==> config.mk <==
export PLATFORM = sky130hd
export DESIGN_NAME = rlp_item_encoder
export DESIGN_NICKNAME = d
export VERILOG_FILES = /design/src/rtl/core/rlp_enc_pkg.sv /design/src/rtl/core/rlp_enc_decode.sv /design/src/rtl/core/rlp_enc_serial.sv /design/src/rtl/core/rlp_item_encoder.sv
export SDC_FILE = /design/constraint.sdc
export NUM_CORES = 1
export LEC_CHECK = 0
export ABC_AREA = 0
export BUFFER_PORTS_ARGS = -buffer_cell sky130_fd_sc_hd__clkbuf_2
export CELL_PAD_IN_SITES_DETAIL_PLACEMENT = 0
export CELL_PAD_IN_SITES_GLOBAL_PLACEMENT = 1
export CORE_MARGIN = 3
export CORE_UTILIZATION = 42
export CTS_CLUSTER_SIZE = 40
export DETAILED_ROUTE_END_ITERATION = 7
export PLACE_DENSITY = 0.75
export REMOVE_ABC_BUFFERS = 1
export SLEW_MARGIN = 10
export SYNTH_ARGS = -nofsm -noshare
export SYNTH_HDL_FRONTEND = slang
export SYNTH_SLANG_ARGS = --single-unit
==> constraint.sdc <==
create_clock -name clk_i -period 4.95 [get_ports clk_i]
set_input_delay 0.495 -clock clk_i [delete_from_list [all_inputs] [get_ports clk_i]]
set_output_delay 0.495 -clock clk_i [all_outputs]
set_load 0.02 [all_outputs]
==> src/rtl/core/rlp_enc_pkg.sv <==
`timescale 1ns / 1ps
`default_nettype none
// ----------------------------------------------------------------------------
// rlp_enc_pkg
// Shared types, constants and the header builder of the RLP item encoder.
// ----------------------------------------------------------------------------
package rlp_enc_pkg;

  localparam logic [7:0]  StrOffset  = 8'h80;
  localparam logic [7:0]  ListOffset = 8'hC0;
  localparam logic [7:0]  LongBase   = 8'd55;
  localparam logic [15:0] ShortLimit = 16'd56;
  localparam logic [15:0] OneByteMax = 16'd256;

  typedef enum logic {
    OpString = 1'b0,
    OpList   = 1'b1
  } op_e;

  typedef enum logic [1:0] {
    StatOk      = 2'd0,
    StatTooLong = 2'd1,
    StatStray   = 2'd2
  } status_e;

  // one input request
  typedef struct packed {
    op_e         op;
    logic        start;
    logic [15:0] len;
    logic [7:0]  data;
  } item_t;

  // header bytes, count holds the number of bytes minus one
  typedef struct packed {
    logic [1:0]      count;
    logic [2:0][7:0] bytes;
  } header_t;

  // all result bytes caused by one input request
  typedef struct packed {
    logic [3:0][7:0] bytes;
    logic [1:0]      last_idx;
    status_e         status;
    logic            end_item;
  } burst_t;

  function automatic header_t make_header(input logic [15:0] len,
                                          input logic [7:0]  offset);
    header_t h;
    h = '0;
    if (len < ShortLimit) begin
      h.count    = 2'd0;
      h.bytes[0] = offset + len[7:0];
    end else if (len < OneByteMax) begin
      h.count    = 2'd1;
      h.bytes[0] = offset + LongBase + 8'd1;
      h.bytes[1] = len[7:0];
    end else begin
      h.count    = 2'd2;
      h.bytes[0] = offset + LongBase + 8'd2;
      h.bytes[1] = len[15:8];
      h.bytes[2] = len[7:0];
    end
    return h;
  endfunction

endpackage
`default_nettype wire

==> src/rtl/core/rlp_enc_decode.sv <==
`timescale 1ns / 1ps
`default_nettype none
// ----------------------------------------------------------------------------
// rlp_enc_decode
// Turns one input request into its burst of result bytes and keeps the count
// of string payload bytes still owed.
// ----------------------------------------------------------------------------
module rlp_enc_decode
  import rlp_enc_pkg::*;
#(
  parameter int unsigned MAX_LENGTH = 1024
) (
  input  wire logic   clk_i,
  input  wire logic   rst_ni,
  input  wire item_t  item_i,
  input  wire logic   load_i,
  output burst_t      burst_o
);

  localparam int unsigned RemW = $clog2(MAX_LENGTH);

  logic [RemW-1:0] rem_q, rem_d;
  logic            too_long;
  logic [15:0]     len_m1;
  header_t         hdr;

  assign too_long = {1'b0, item_i.len} >= 17'(MAX_LENGTH);
  assign len_m1   = item_i.len - 16'd1;
  assign hdr      = make_header(item_i.len,
                                (item_i.op == OpList) ? ListOffset : StrOffset);

  always_comb begin
    burst_o = '0;
    burst_o.status = StatOk;
    rem_d = rem_q;
    if (!item_i.start) begin
      if (item_i.op == OpString && rem_q != '0) begin
        burst_o.bytes[0] = item_i.data;
        burst_o.end_item = (rem_q == RemW'(1));
        rem_d            = rem_q - RemW'(1);
      end else begin
        burst_o.status = StatStray;
      end
    end else if (too_long) begin
      burst_o.status = StatTooLong;
      rem_d          = '0;
    end else if (item_i.op == OpList) begin
      burst_o.bytes[2:0] = hdr.bytes;
      burst_o.last_idx   = hdr.count;
      burst_o.end_item   = 1'b1;
      rem_d              = '0;
    end else if (item_i.len == 16'd1 && !item_i.data[7]) begin
      // single small byte goes out alone, zero is sent as the empty string
      burst_o.bytes[0] = (item_i.data == 8'd0) ? StrOffset : item_i.data;
      burst_o.end_item = 1'b1;
      rem_d            = '0;
    end else if (item_i.len == 16'd0) begin
      burst_o.bytes[0] = StrOffset;
      burst_o.end_item = 1'b1;
      rem_d            = '0;
    end else begin
      burst_o.bytes[2:0]                = hdr.bytes;
      burst_o.bytes[hdr.count + 2'd1]   = item_i.data;
      burst_o.last_idx                  = hdr.count + 2'd1;
      burst_o.end_item                  = (item_i.len == 16'd1);
      rem_d                             = len_m1[RemW-1:0];
    end
  end

  always_ff @(posedge clk_i or negedge rst_ni) begin
    if (!rst_ni) begin
      rem_q <= '0;
    end else if (load_i) begin
      rem_q <= rem_d;
    end
  end

endmodule
`default_nettype wire

==> src/rtl/core/rlp_enc_serial.sv <==
`timescale 1ns / 1ps
`default_nettype none
// ----------------------------------------------------------------------------
// rlp_enc_serial
// Result register that holds one burst and hands its bytes out one per beat.
// ----------------------------------------------------------------------------
module rlp_enc_serial
  import rlp_enc_pkg::*;
(
  input  wire logic   clk_i,
  input  wire logic   rst_ni,
  input  wire burst_t burst_i,
  input  wire logic   load_i,
  output logic        can_load_o,
  output logic        valid_o,
  input  wire logic   ready_i,
  output logic [7:0]  byte_o,
  output status_e     status_o,
  output logic        last_o,
  output logic        end_o
);

  burst_t     burst_q;
  logic       valid_q;
  logic [1:0] idx_q;
  logic       last_beat;

  assign last_beat  = (idx_q == burst_q.last_idx);
  assign can_load_o = !valid_q || (ready_i && last_beat);

  assign valid_o  = valid_q;
  assign byte_o   = burst_q.bytes[idx_q];
  assign status_o = burst_q.status;
  assign last_o   = last_beat;
  assign end_o    = last_beat && burst_q.end_item;

  always_ff @(posedge clk_i or negedge rst_ni) begin
    if (!rst_ni) begin
      valid_q <= 1'b0;
      idx_q   <= 2'd0;
    end else if (load_i) begin
      valid_q <= 1'b1;
      idx_q   <= 2'd0;
    end else if (valid_q && ready_i) begin
      if (last_beat) begin
        valid_q <= 1'b0;
      end else begin
        idx_q <= idx_q + 2'd1;
      end
    end
  end

  always_ff @(posedge clk_i) begin
    if (load_i) begin
      burst_q <= burst_i;
    end
  end

endmodule
`default_nettype wire

==> src/rtl/core/rlp_item_encoder.sv <==
`timescale 1ns / 1ps
`default_nettype none
// ----------------------------------------------------------------------------
// rlp_item_encoder
// Byte-serial RLP encoder for strings and list headers.
// ----------------------------------------------------------------------------
// Requests enter on the s_axis channel: tuser carries the operation and the
// start flag, tdata the item length and a payload byte. The first request of
// a string carries its length and first byte, later requests carry one byte
// each; a list request carries only the length. Encoded bytes leave on the
// m_axis channel with status and end-of-item in tuser and tlast marking the
// final byte caused by a request.
// A request sits in an input register, is decoded into its full burst of up
// to four bytes and loaded into the result register; the first byte is valid
// on m_axis once the burst is in the result register. A request causing one
// byte (every payload byte) sustains one per cycle while m_axis_tready is high;
// a request causing n bytes holds the input side while the result register
// drains. When the receiver stalls, the result register holds, the input
// register fills and s_axis_tready falls. Reset empties both registers and
// clears the count of payload bytes owed.
// ----------------------------------------------------------------------------
module rlp_item_encoder
  import rlp_enc_pkg::*;
#(
  parameter int unsigned MAX_LENGTH = 1024
) (
  input  wire logic        clk_i,
  input  wire logic        rst_ni,
  input  wire logic        s_axis_tvalid_i,
  output logic             s_axis_tready_o,
  input  wire logic [23:0] s_axis_tdata_i,  // item_length[15:0], data_byte[23:16]
  input  wire logic [1:0]  s_axis_tuser_i,  // operation[0], start_of_item[1]
  output logic             m_axis_tvalid_o,
  input  wire logic        m_axis_tready_i,
  output logic [7:0]       m_axis_tdata_o,  // out_byte[7:0]
  output logic [2:0]       m_axis_tuser_o,  // status[1:0], end_of_item[2]
  output logic             m_axis_tlast_o   // last_of_run
);

  item_t   item_q;
  logic    item_valid_q;
  logic    can_load;
  logic    load;
  burst_t  burst;
  status_e status;
  logic    end_item;

  assign s_axis_tready_o = !item_valid_q || can_load;
  assign load            = item_valid_q && can_load;

  always_ff @(posedge clk_i or negedge rst_ni) begin
    if (!rst_ni) begin
      item_valid_q <= 1'b0;
    end else if (s_axis_tvalid_i && s_axis_tready_o) begin
      item_valid_q <= 1'b1;
    end else if (load) begin
      item_valid_q <= 1'b0;
    end
  end

  always_ff @(posedge clk_i) begin
    if (s_axis_tvalid_i && s_axis_tready_o) begin
      item_q.op    <= op_e'(s_axis_tuser_i[0]);
      item_q.start <= s_axis_tuser_i[1];
      item_q.len   <= s_axis_tdata_i[15:0];
      item_q.data  <= s_axis_tdata_i[23:16];
    end
  end

  rlp_enc_decode #(
    .MAX_LENGTH(MAX_LENGTH)
  ) u_decode (
    .clk_i  (clk_i),
    .rst_ni (rst_ni),
    .item_i (item_q),
    .load_i (load),
    .burst_o(burst)
  );

  rlp_enc_serial u_serial (
    .clk_i     (clk_i),
    .rst_ni    (rst_ni),
    .burst_i   (burst),
    .load_i    (load),
    .can_load_o(can_load),
    .valid_o   (m_axis_tvalid_o),
    .ready_i   (m_axis_tready_i),
    .byte_o    (m_axis_tdata_o),
    .status_o  (status),
    .last_o    (m_axis_tlast_o),
    .end_o     (end_item)
  );

  assign m_axis_tuser_o = {end_item, status};

  // error results are single zero bytes
  assert property (@(posedge clk_i) disable iff (!rst_ni)
    m_axis_tvalid_o && status != StatOk |-> m_axis_tdata_o == 8'd0 && m_axis_tlast_o)
    else $error("error result is not a lone zero byte");

  // an item only completes on the final byte of a burst
  assert property (@(posedge clk_i) disable iff (!rst_ni)
    m_axis_tvalid_o && end_item |-> m_axis_tlast_o && status == StatOk)
    else $error("end of item off the final byte");

  // a request waiting in the input register is neither lost nor altered
  assert property (@(posedge clk_i) disable iff (!rst_ni)
    item_valid_q && !load |=> item_valid_q && $stable(item_q))
    else $error("pending request dropped");

endmodule
`default_nettype wire
==> Flow_metrics.wiki, run 1 <==
{| class="wikitable"
! Metric !! Value
|-
| Pin count of the biggest net entering global routing || 39
|-
| Max-slew violation count || 0
|-
| Count of flip-flops with a built-in enable after synthesis || 63
|-
| Total routing usage reported by global routing || roughly 17%
|-
| Final critical delay including setup and external delays || roughly 2.9 ns
|-
| Total of hold buffers inserted after clock tree synthesis || 0
|-
| Critical path required time || about 5 ns
|-
| Row count || 34
|-
| WP data arrival || 2.89 ns
|-
| Antenna violations before repair || 0
|-
| Worst Reg2Reg Path Length in Cells || 6
|-
| Total number of H-tree levels || 3
|-
| Smallest hold slack || roughly 0.054 ns
|-
| Mapped cell area || a little under 4000 um^2
|-
| Transition at the pin with the smallest max-transition slack || roughly 1.2 ns
|-
| Share of synthesized flip-flops with an asynchronous set or reset || 18.18%
|-
| FF-to-FF Start || u_serial.idx_q[0]$_DFFE_PN0P_
|-
| DRC violations left || 0
|-
| Port bufs || 43
|-
| Critical Setup Path Class || reg2reg
|-
| Cell variety after synth || 51
|-
| Nets || roughly 430
|-
| Count of cells resized by post-cts repair || 0
|-
| Detailed-route wire length || 8321 um
|-
| CTS max path bufs || 2
|-
| Utilization of the core after routing || between 40% and 50%
|-
| Congestion Overflow GR || 0
|-
| Total I/O pin count || 44
|-
| Detailed-route wire length per cell || roughly 17 um
|-
| Number of instances in the synthesized netlist || 360
|-
| Num CTS Buffers || 9
|-
| Hold Path Class || in2async
|-
| Syn_area_per_cell || between 10 and 15 um^2
|-
| Number of global-route vias before repair || ~2600
|-
| FILL cells || 807
|-
| Final setup violation count || 0
|-
| Starting density of the core || 44.26%
|-
| Clock slew seen by the registers of the worst setup and hold paths || 0.08 ns
|-
| CTS sink cnt || 77
|-
| Commonest cells after routing, fill and taps aside || edfxtp_1, nor2_1, clkbuf_2
|-
| TritonCTS clock tree || built
|-
| Headroom to the max-slew limit || 22.89%
|-
| Number of synthesized register bits || 77
|-
| Max capacitance violation total || 0
|-
| Commonest register cell after synthesis || edfxtp_1
|-
| Final weighted congestion in routability-driven placement || ~0.85
|-
| Number of search-and-repair iterations in the first detailed-routing pass || 5
|-
| Max IR drop VDD || roughly 220 uV
|-
| Largest fanout on the critical path || 26
|-
| Remaining antenna violation count after routing || 0
|-
| First-pass GRT wire length || about 14000 um
|-
| Most common cell after layout, fill and taps aside || edfxtp_1
|-
| Post CTS Setup Buffer Count || 0
|-
| Total vias in the final route || between 2000 and 3000
|-
| Worst clock skew || 0.01188 ns
|-
| Fraction of final layout cells sized beyond drive strength 1 || about a fifth
|-
| Kind of end point of the critical path || flip-flop
|-
| Pwr Density || 521.2 nW/um^2
|-
| Max frequency || roughly 340 MHz
|-
| Final clock period utilization by the worst path || 59.41%
|-
| Sequential share of the synthesized area || between 50% and 60%
|-
| RSZ-0062 raised after global routing || false
|-
| Core ar. || approximately 9000 um^2
|-
| Horizontal die dimension || ~100 um
|-
| Final cell area excluding filler cells || about 4400 um^2
|-
| Area added between synthesis and finish || 11.33%
|-
| Worst flop-to-flop path endpoint || item_q[9]$_DFFE_PP_
|-
| Source-to-sink clock delay at the later pin of the worst-skew pair || around 0.34 ns
|-
| Outcome || completed
|-
| Area after DPL || approximately 4200 um^2
|-
| Leak pwr || 1.626 nW
|-
| Die area || approximately 11000 um^2
|-
| Category of the worst setup path launch point || flip-flop
|-
| Total count of hold-check failures in the final report || 0
|-
| Initial detailed-routing violation count || between 150 and 200
|-
| Synth warn || 0
|-
| Via density per instance || between 5 and 6
|-
| Root Buffer || clkbuf_8
|-
| Die Y || 103.0 um
|-
| Final HPWL DP || between 6000 and 7000 um
|-
| Setup slack, reg-to-reg || ~2 ns
|-
| N_diodes || 0
|}
worst max-delay path, stage by stage (launching register included):
cell and delay, ns:
dfrtp_1 0.76, xor2_1 0.22, or2_2 0.34, inv_1 0.10
a21boi_0 0.10, nand2_1 0.11, and2_1 0.90
layout make-up:
type / count / area, um^2 / area share, %
timing repair buffer: 44 / 222.7 / 5.060
multi-input combinational: 247 / 1573 / 35.73
tap: 108 / 135.1 / 3.070
clock inverter: 7 / 63.81 / 1.450
sequential: 77 / 2242 / 50.94
clock buffer: 9 / 123.9 / 2.814
inverter: 11 / 41.29 / 0.9380
report_power, final:
part,total [mW],internal [mW],switching (mW)
combinational,0.750,0.306,0.444
sequential,1.09,0.920,0.172
clock,0.451,0.229,0.222
cells by family after synthesis:
logic type	share of synthesized area, %
xor+xnor	2.658
simple gates	18.48
mux	5.063
compound gates	11.36
buf+inv	4.145
flops	56.71
fa+ha+maj	1.582
synth_stat cells, drive strengths merged, types with 4 or more instances:
cell / number / area [um^2]
inv: 11 / 41.29
clkbuf: 15 / 56.30
nor4: 6 / 37.54
a21oi: 24 / 120.1
dfrtp: 14 / 350.3
edfxtp: 63 / 1892
nand2b: 12 / 75.07
nor2: 46 / 172.7
ha: 5 / 62.56
nand2: 22 / 82.58
and2: 11 / 68.82
xnor2: 7 / 61.31
buf: 10 / 66.31
nor3: 16 / 80.08
mux4: 8 / 180.2
or2: 4 / 25.03
xor2: 5 / 43.79
nand3: 6 / 30.03
nor2b: 7 / 43.79
o21ai: 31 / 155.1
flip-flops by register name (all words and copies together) (netlist names):
name	count
item_valid_q	1
item_q	26
u_serial.idx_q	2
u_serial.status_o	2
u_serial.burst_q	35
u_serial.valid_o	1
u_decode.rem_q	10
worst max path at each step:
| stage | from | endpoint | slack [ns] |
|---|---|---|---|
| after global placement | u_serial.idx_q[0]$_DFFE_PN0P_ | item_q[5]$_DFFE_PP_ | 2.01 |
| after CTS | u_serial.idx_q[0]$_DFFE_PN0P_ | item_q[9]$_DFFE_PP_ | 1.91 |
| final | u_serial.idx_q[0]$_DFFE_PN0P_ | item_q[9]$_DFFE_PP_ | 2.01 |
| after detailed placement | u_serial.idx_q[0]$_DFFE_PN0P_ | item_q[6]$_DFFE_PP_ | 1.92 |
| after global routing | u_serial.idx_q[0]$_DFFE_PN0P_ | item_q[9]$_DFFE_PP_ | 1.72 |
| after floorplan | u_serial.idx_q[0]$_DFFE_PN0P_ | u_decode.rem_q[2]$_DFFE_PN0P_ | -0.98 |
metal layers:
layer	up-vias	GRT usage, %	share of wire (%)
met5	-	0	0
met3	14	3.248	5.9
met2	79	24.42	46
met1	1284	25.62	45
li1	1361	-	-
met4	0	7.371	2.1
metrics by stage:
step	TNS [ns]	worst slack [ns]	power [mW]	instances
3_3_place_gp	0	2.010	1.861	487
5_1_grt	0	1.716	2.458	503
6_report	0	2.009	2.294	503
4_1_cts	0	1.909	2.323	503
3_5_place_dp	0	1.925	1.867	487
2_1_floorplan	-9.129	-0.9844	1.615	335
(Power assumes the default switching activity.)
==> inputs of run 2 (changes only) <==
Settings changed: ABC_AREA 0 to 1, CORE_UTILIZATION 42 to 41.
Clock period 4.95 ns to 2.6 ns, I/O delays scaled along.
==> Flow_metrics.wiki, run 2 <==
{| class="wikitable"
! Metric !! Value
|-
| Outcome || completed
|-
| Pwr Density || 946.5 nW/um^2 (+82%)
|-
| Max frequency || 445.3 MHz (+31%)
|-
| Max IR drop VDD || 436.5 uV (+98%)
|-
| Mapped cell area || 4214 um^2 (+6.6%)
|-
| Detailed-route wire length || 9736 um (+17%)
|-
| Synth warn || 0 (unchanged)
|-
| Final setup violation count || 0 (unchanged)
|-
| Antenna violations before repair || 0 (unchanged)
|-
| Multiplexer fraction of the synthesized cell area || 0% (-5.1 points)
|-
| Leak pwr || 2.006 nW (+23%)
|-
| Total number of H-tree levels || 3 (unchanged)
|-
| Row count || 36 (+5.9%)
|-
| Utilization of the core after routing || 48.00% (-1.3 points)
|-
| Final cell area excluding filler cells || 4735 um^2 (+7.6%)
|-
| Nets || 549 (+29%)
|-
| Kind of end point of the critical path || flip-flop
|-
| Num CTS Buffers || 9 (unchanged)
|-
| Area after DPL || 4511 um^2 (+7.0%)
|-
| Start point of the worst min-delay path || s_axis_tdata_i[22]
|-
| Number of global-route vias before repair || 3168 (+22%)
|-
| Source-to-sink clock delay at the later pin of the worst-skew pair || 0.36 ns (+0.02 ns)
|-
| WP data arrival || 2.35 ns (-0.54 ns)
|-
| Commonest cells after routing, fill and taps aside || nor2_1, nand2_1, edfxtp_1
|-
| Sum of negative setup slack || 0 ns (unchanged)
|-
| Hold Path Class || in2reg
|-
| Hold Path Depth || 1
|-
| Starting density of the core || 42.72% (-1.5 points)
|-
| Worst clock skew || 0.01051 ns (-0.001361 ns)
|-
| Port bufs || 43 (unchanged)
|-
| Minimum setup slack in the final design || 0.3543 ns (-1.655 ns)
|-
| Detailed-route wire length per cell || 14.93 um (-9.7%)
|-
| Final critical delay including setup and external delays || 2.246 ns (-0.6951 ns)
|-
| Most used standard cell by instance count after synthesis || nor2_1
|-
| Pin count of the biggest net entering global routing || 58 (+49%)
|-
| Syn_area_per_cell || 8.928 um^2 (-19%)
|-
| Count of flip-flops with a built-in enable after synthesis || 63 (unchanged)
|-
| Die Y || 107.4 um (+4.2%)
|-
| Cell count after placement || 635 (+30%)
|-
| Largest fanout on the critical path || 22 (-15%)
|-
| Final HPWL DP || 7025 um (+16%)
|-
| Clock slew seen by the registers of the worst setup and hold paths || 0.08 ns (about the same)
|-
| Critical path required time || 2.70 ns (-2.20 ns)
|-
| Post-synth top cells || nor2_1, nand2_1, edfxtp_1
|-
| Post CTS Setup Buffer Count || 0 (unchanged)
|-
| Max-slew violation count || 0 (unchanged)
|-
| Proportion of netlist area held by the largest area contributor || 44.89% (-3.0 points)
|-
| Remaining antenna violation count after routing || 0 (unchanged)
|-
| First-pass GRT wire length || 16110 um (+17%)
|-
| Root Buffer || clkbuf_8
|-
| Commonest register cell after synthesis || edfxtp_1
|-
| Area added between synthesis and finish || 12.35%
|-
| Final std cells w/o fill || 652 (+30%)
|-
| CTS sink cnt || 77 (unchanged)
|-
| Worst Reg2Reg Path Length in Cells || 8 (+2)
|-
| Max capacitance violation total || 0 (unchanged)
|-
| Total vias in the final route || 3334 (+22%)
|-
| Fraction of the mapped netlist area in compound gates || 9.917% (-1.4 points)
|-
| Worst slack at placement || 0.3897 ns (-1.535 ns)
|-
| Total routing usage reported by global routing || 18.17% (+1.0 points)
|-
| Synthesized-area fraction occupied by xor and xnor cells || 1.663% (-1.0 points)
|-
| Fraction of the mapped netlist area in simple logic gates || 25.53% (+7.1 points)
|-
| Congestion Overflow GR || 0 (unchanged)
|-
| N_diodes || 0 (unchanged)
|-
| Most common cell after layout, fill and taps aside || nor2_1
|-
| Leading area contributor after synthesis || edfxtp_1
|-
| Final clock period utilization by the worst path || 86.37% (+27 points)
|-
| Largest register by flop count || u_serial.burst_q
|-
| Category of the worst setup path launch point || flip-flop
|-
| Number of instances in the synthesized netlist || 472 (+31%)
|-
| Setup slack, reg-to-reg || 0.35 ns (-1.65 ns)
|-
| Final weighted congestion in routability-driven placement || 0.8376 (-1.2%)
|-
| RSZ-0062 raised after global routing || false
|-
| Horizontal die dimension || 107.4 um (+4.2%)
|-
| Core ar. || 9864 um^2 (+10%)
|-
| Registers with the most flip-flops || u_serial.burst_q: 35 flops, item_q: 26 flops, u_decode.rem_q: 10 flops
|-
| Die area || 11530 um^2 (+8.6%)
|-
| Synthesized-area fraction occupied by adder cells || 1.485% (-0.098 points)
|-
| Total count of hold-check failures in the final report || 0 (unchanged)
|-
| Cell variety after synth || 31 (-39%)
|-
| Via density per instance || 5.113 (-6.1%)
|-
| Worst flop-to-flop path endpoint || u_serial.burst_q[15]$_SDFFCE_PP0P_
|-
| Number of search-and-repair iterations in the first detailed-routing pass || 5 (unchanged)
|-
| Critical Setup Path Class || reg2reg
|-
| Hold Path Sink || item_q[6]$_DFFE_PP_
|-
| Share of synthesized flip-flops with an asynchronous set or reset || 18.18% (unchanged)
|-
| FILL cells || 964 (+19%)
|-
| FF-to-FF Start || item_q[18]$_DFFE_PP_
|-
| CTS max path bufs || 2 (unchanged)
|-
| Flip-flop count of the largest register after layout || 35 (unchanged)
|-
| TritonCTS clock tree || built
|-
| Number of synthesized register bits || 77 (unchanged)
|-
| Headroom to the max-slew limit || 53.83% (+31 points)
|-
| Transition at the pin with the smallest max-transition slack || 0.6909 ns (-0.4658 ns)
|-
| Ranking of synthesized cells by area || edfxtp_1, dfrtp_1, nor2_1
|-
| Sequential share of the synthesized area || 53.21% (-3.5 points)
|-
| Initial detailed-routing violation count || 226 (+16%)
|-
| Main combinational cell family by area after synthesis || simple AND/OR/NAND/NOR gates
|-
| DRC violations left || 0 (unchanged)
|-
| Total I/O pin count || 44 (unchanged)
|-
| Fraction of final layout cells sized beyond drive strength 1 || 18.88% (-0.61 points)
|}
[run 2: changes by cell type in the layout (fill, tap and decap cells not counted), moves of 10 or more]
cell,change
and2_1,-11
nor2_1,+40
nand3_1,+27
nand2_1,+59
nand2b_1,-12
inv_1,+32
o22ai_1,+10
[run 2: per-stage QoR]
stage	hold WS, ns	power [mW]
floorplan	-0.03559	2.984
global placement	0.2085	3.515
detailed placement	0.2139	3.538
CTS	0.05597	4.534
global route	0.05672	4.830
finish	0.07220	4.481
[run 2: cell type report]
| type | count | area (um^2) | area share (%) |
|---|---|---|---|
| flip-flops and latches | 77 | 2242 | 47.36 |
| multi-input cells | 326 | 1638 | 34.59 |
| repair buffers | 51 | 290.3 | 6.131 |
| inverters | 49 | 183.9 | 3.885 |
| well taps | 133 | 166.4 | 3.515 |
| clock buffers | 10 | 127.6 | 2.696 |
| clock inverters | 6 | 86.33 | 1.823 |
[run 2: cell families (layout without fill, tap and decap cells)]
group                      after synthesis  after routing
and+or+nand+nor                        237            237
DFF                                     77             77
AOI/OAI and AO/OA                       76             76
buffers and inverters                   69            116
xor gates and xnor gates                 8              8
adders and majority gates                5              5
[run 2: worst max-delay path by stage]
stage	start	endpoint	slack (ns)	depth (start not counted)
CTS	item_q[18]$_DFFE_PP_	u_serial.burst_q[15]$_SDFFCE_PP0P_	0.37	8
global route	item_q[20]$_DFFE_PP_	u_serial.burst_q[15]$_SDFFCE_PP0P_	0.21	8
floorplan	u_serial.idx_q[0]$_DFFE_PN0P_	u_decode.rem_q[0]$_DFFE_PN0P_	-1.50	8
detailed placement	item_q[23]$_DFFE_PP_	u_serial.burst_q[15]$_SDFFCE_PP0P_	0.39	8
finish	item_q[18]$_DFFE_PP_	u_serial.burst_q[15]$_SDFFCE_PP0P_	0.35	8
global placement	item_q[18]$_DFFE_PP_	u_serial.burst_q[4]$_SDFFCE_PP0P_	0.45	8
[run 2: timing repair]
item                                    in CTS  in global routing
hold buffers                                 1                  0
endpoints found under the hold margin       14                  0
endpoints found under the setup margin       0                  0
gates resized for setup                      0                  0
[run 2: power breakdown]
part	switching, mW	leakage [nW]	internal, mW
sequential	0.229	0.745	1.70
combinational	1.05	1.15	0.515
clock	0.447	0.108	0.541
[run 2: layer usage]
metal	wire length, um	share of wire (%)	global-route usage [%]
met5	0	0	0
met1	4494	46	24.66
met2	4475	46	28.95
met3	568	5.8	3.599
met4	198	2.0	6.673
[run 2: worst max-delay path: stages, from the launching register on]
cell and delay (ns):
edfxtp_1 0.46, nor2_2 0.17, nand2_1 0.11, nor2_4 0.46
inv_2 0.23, nor2_4 0.27, inv_2 0.10, nor2_1 0.13
nor3_2 0.07
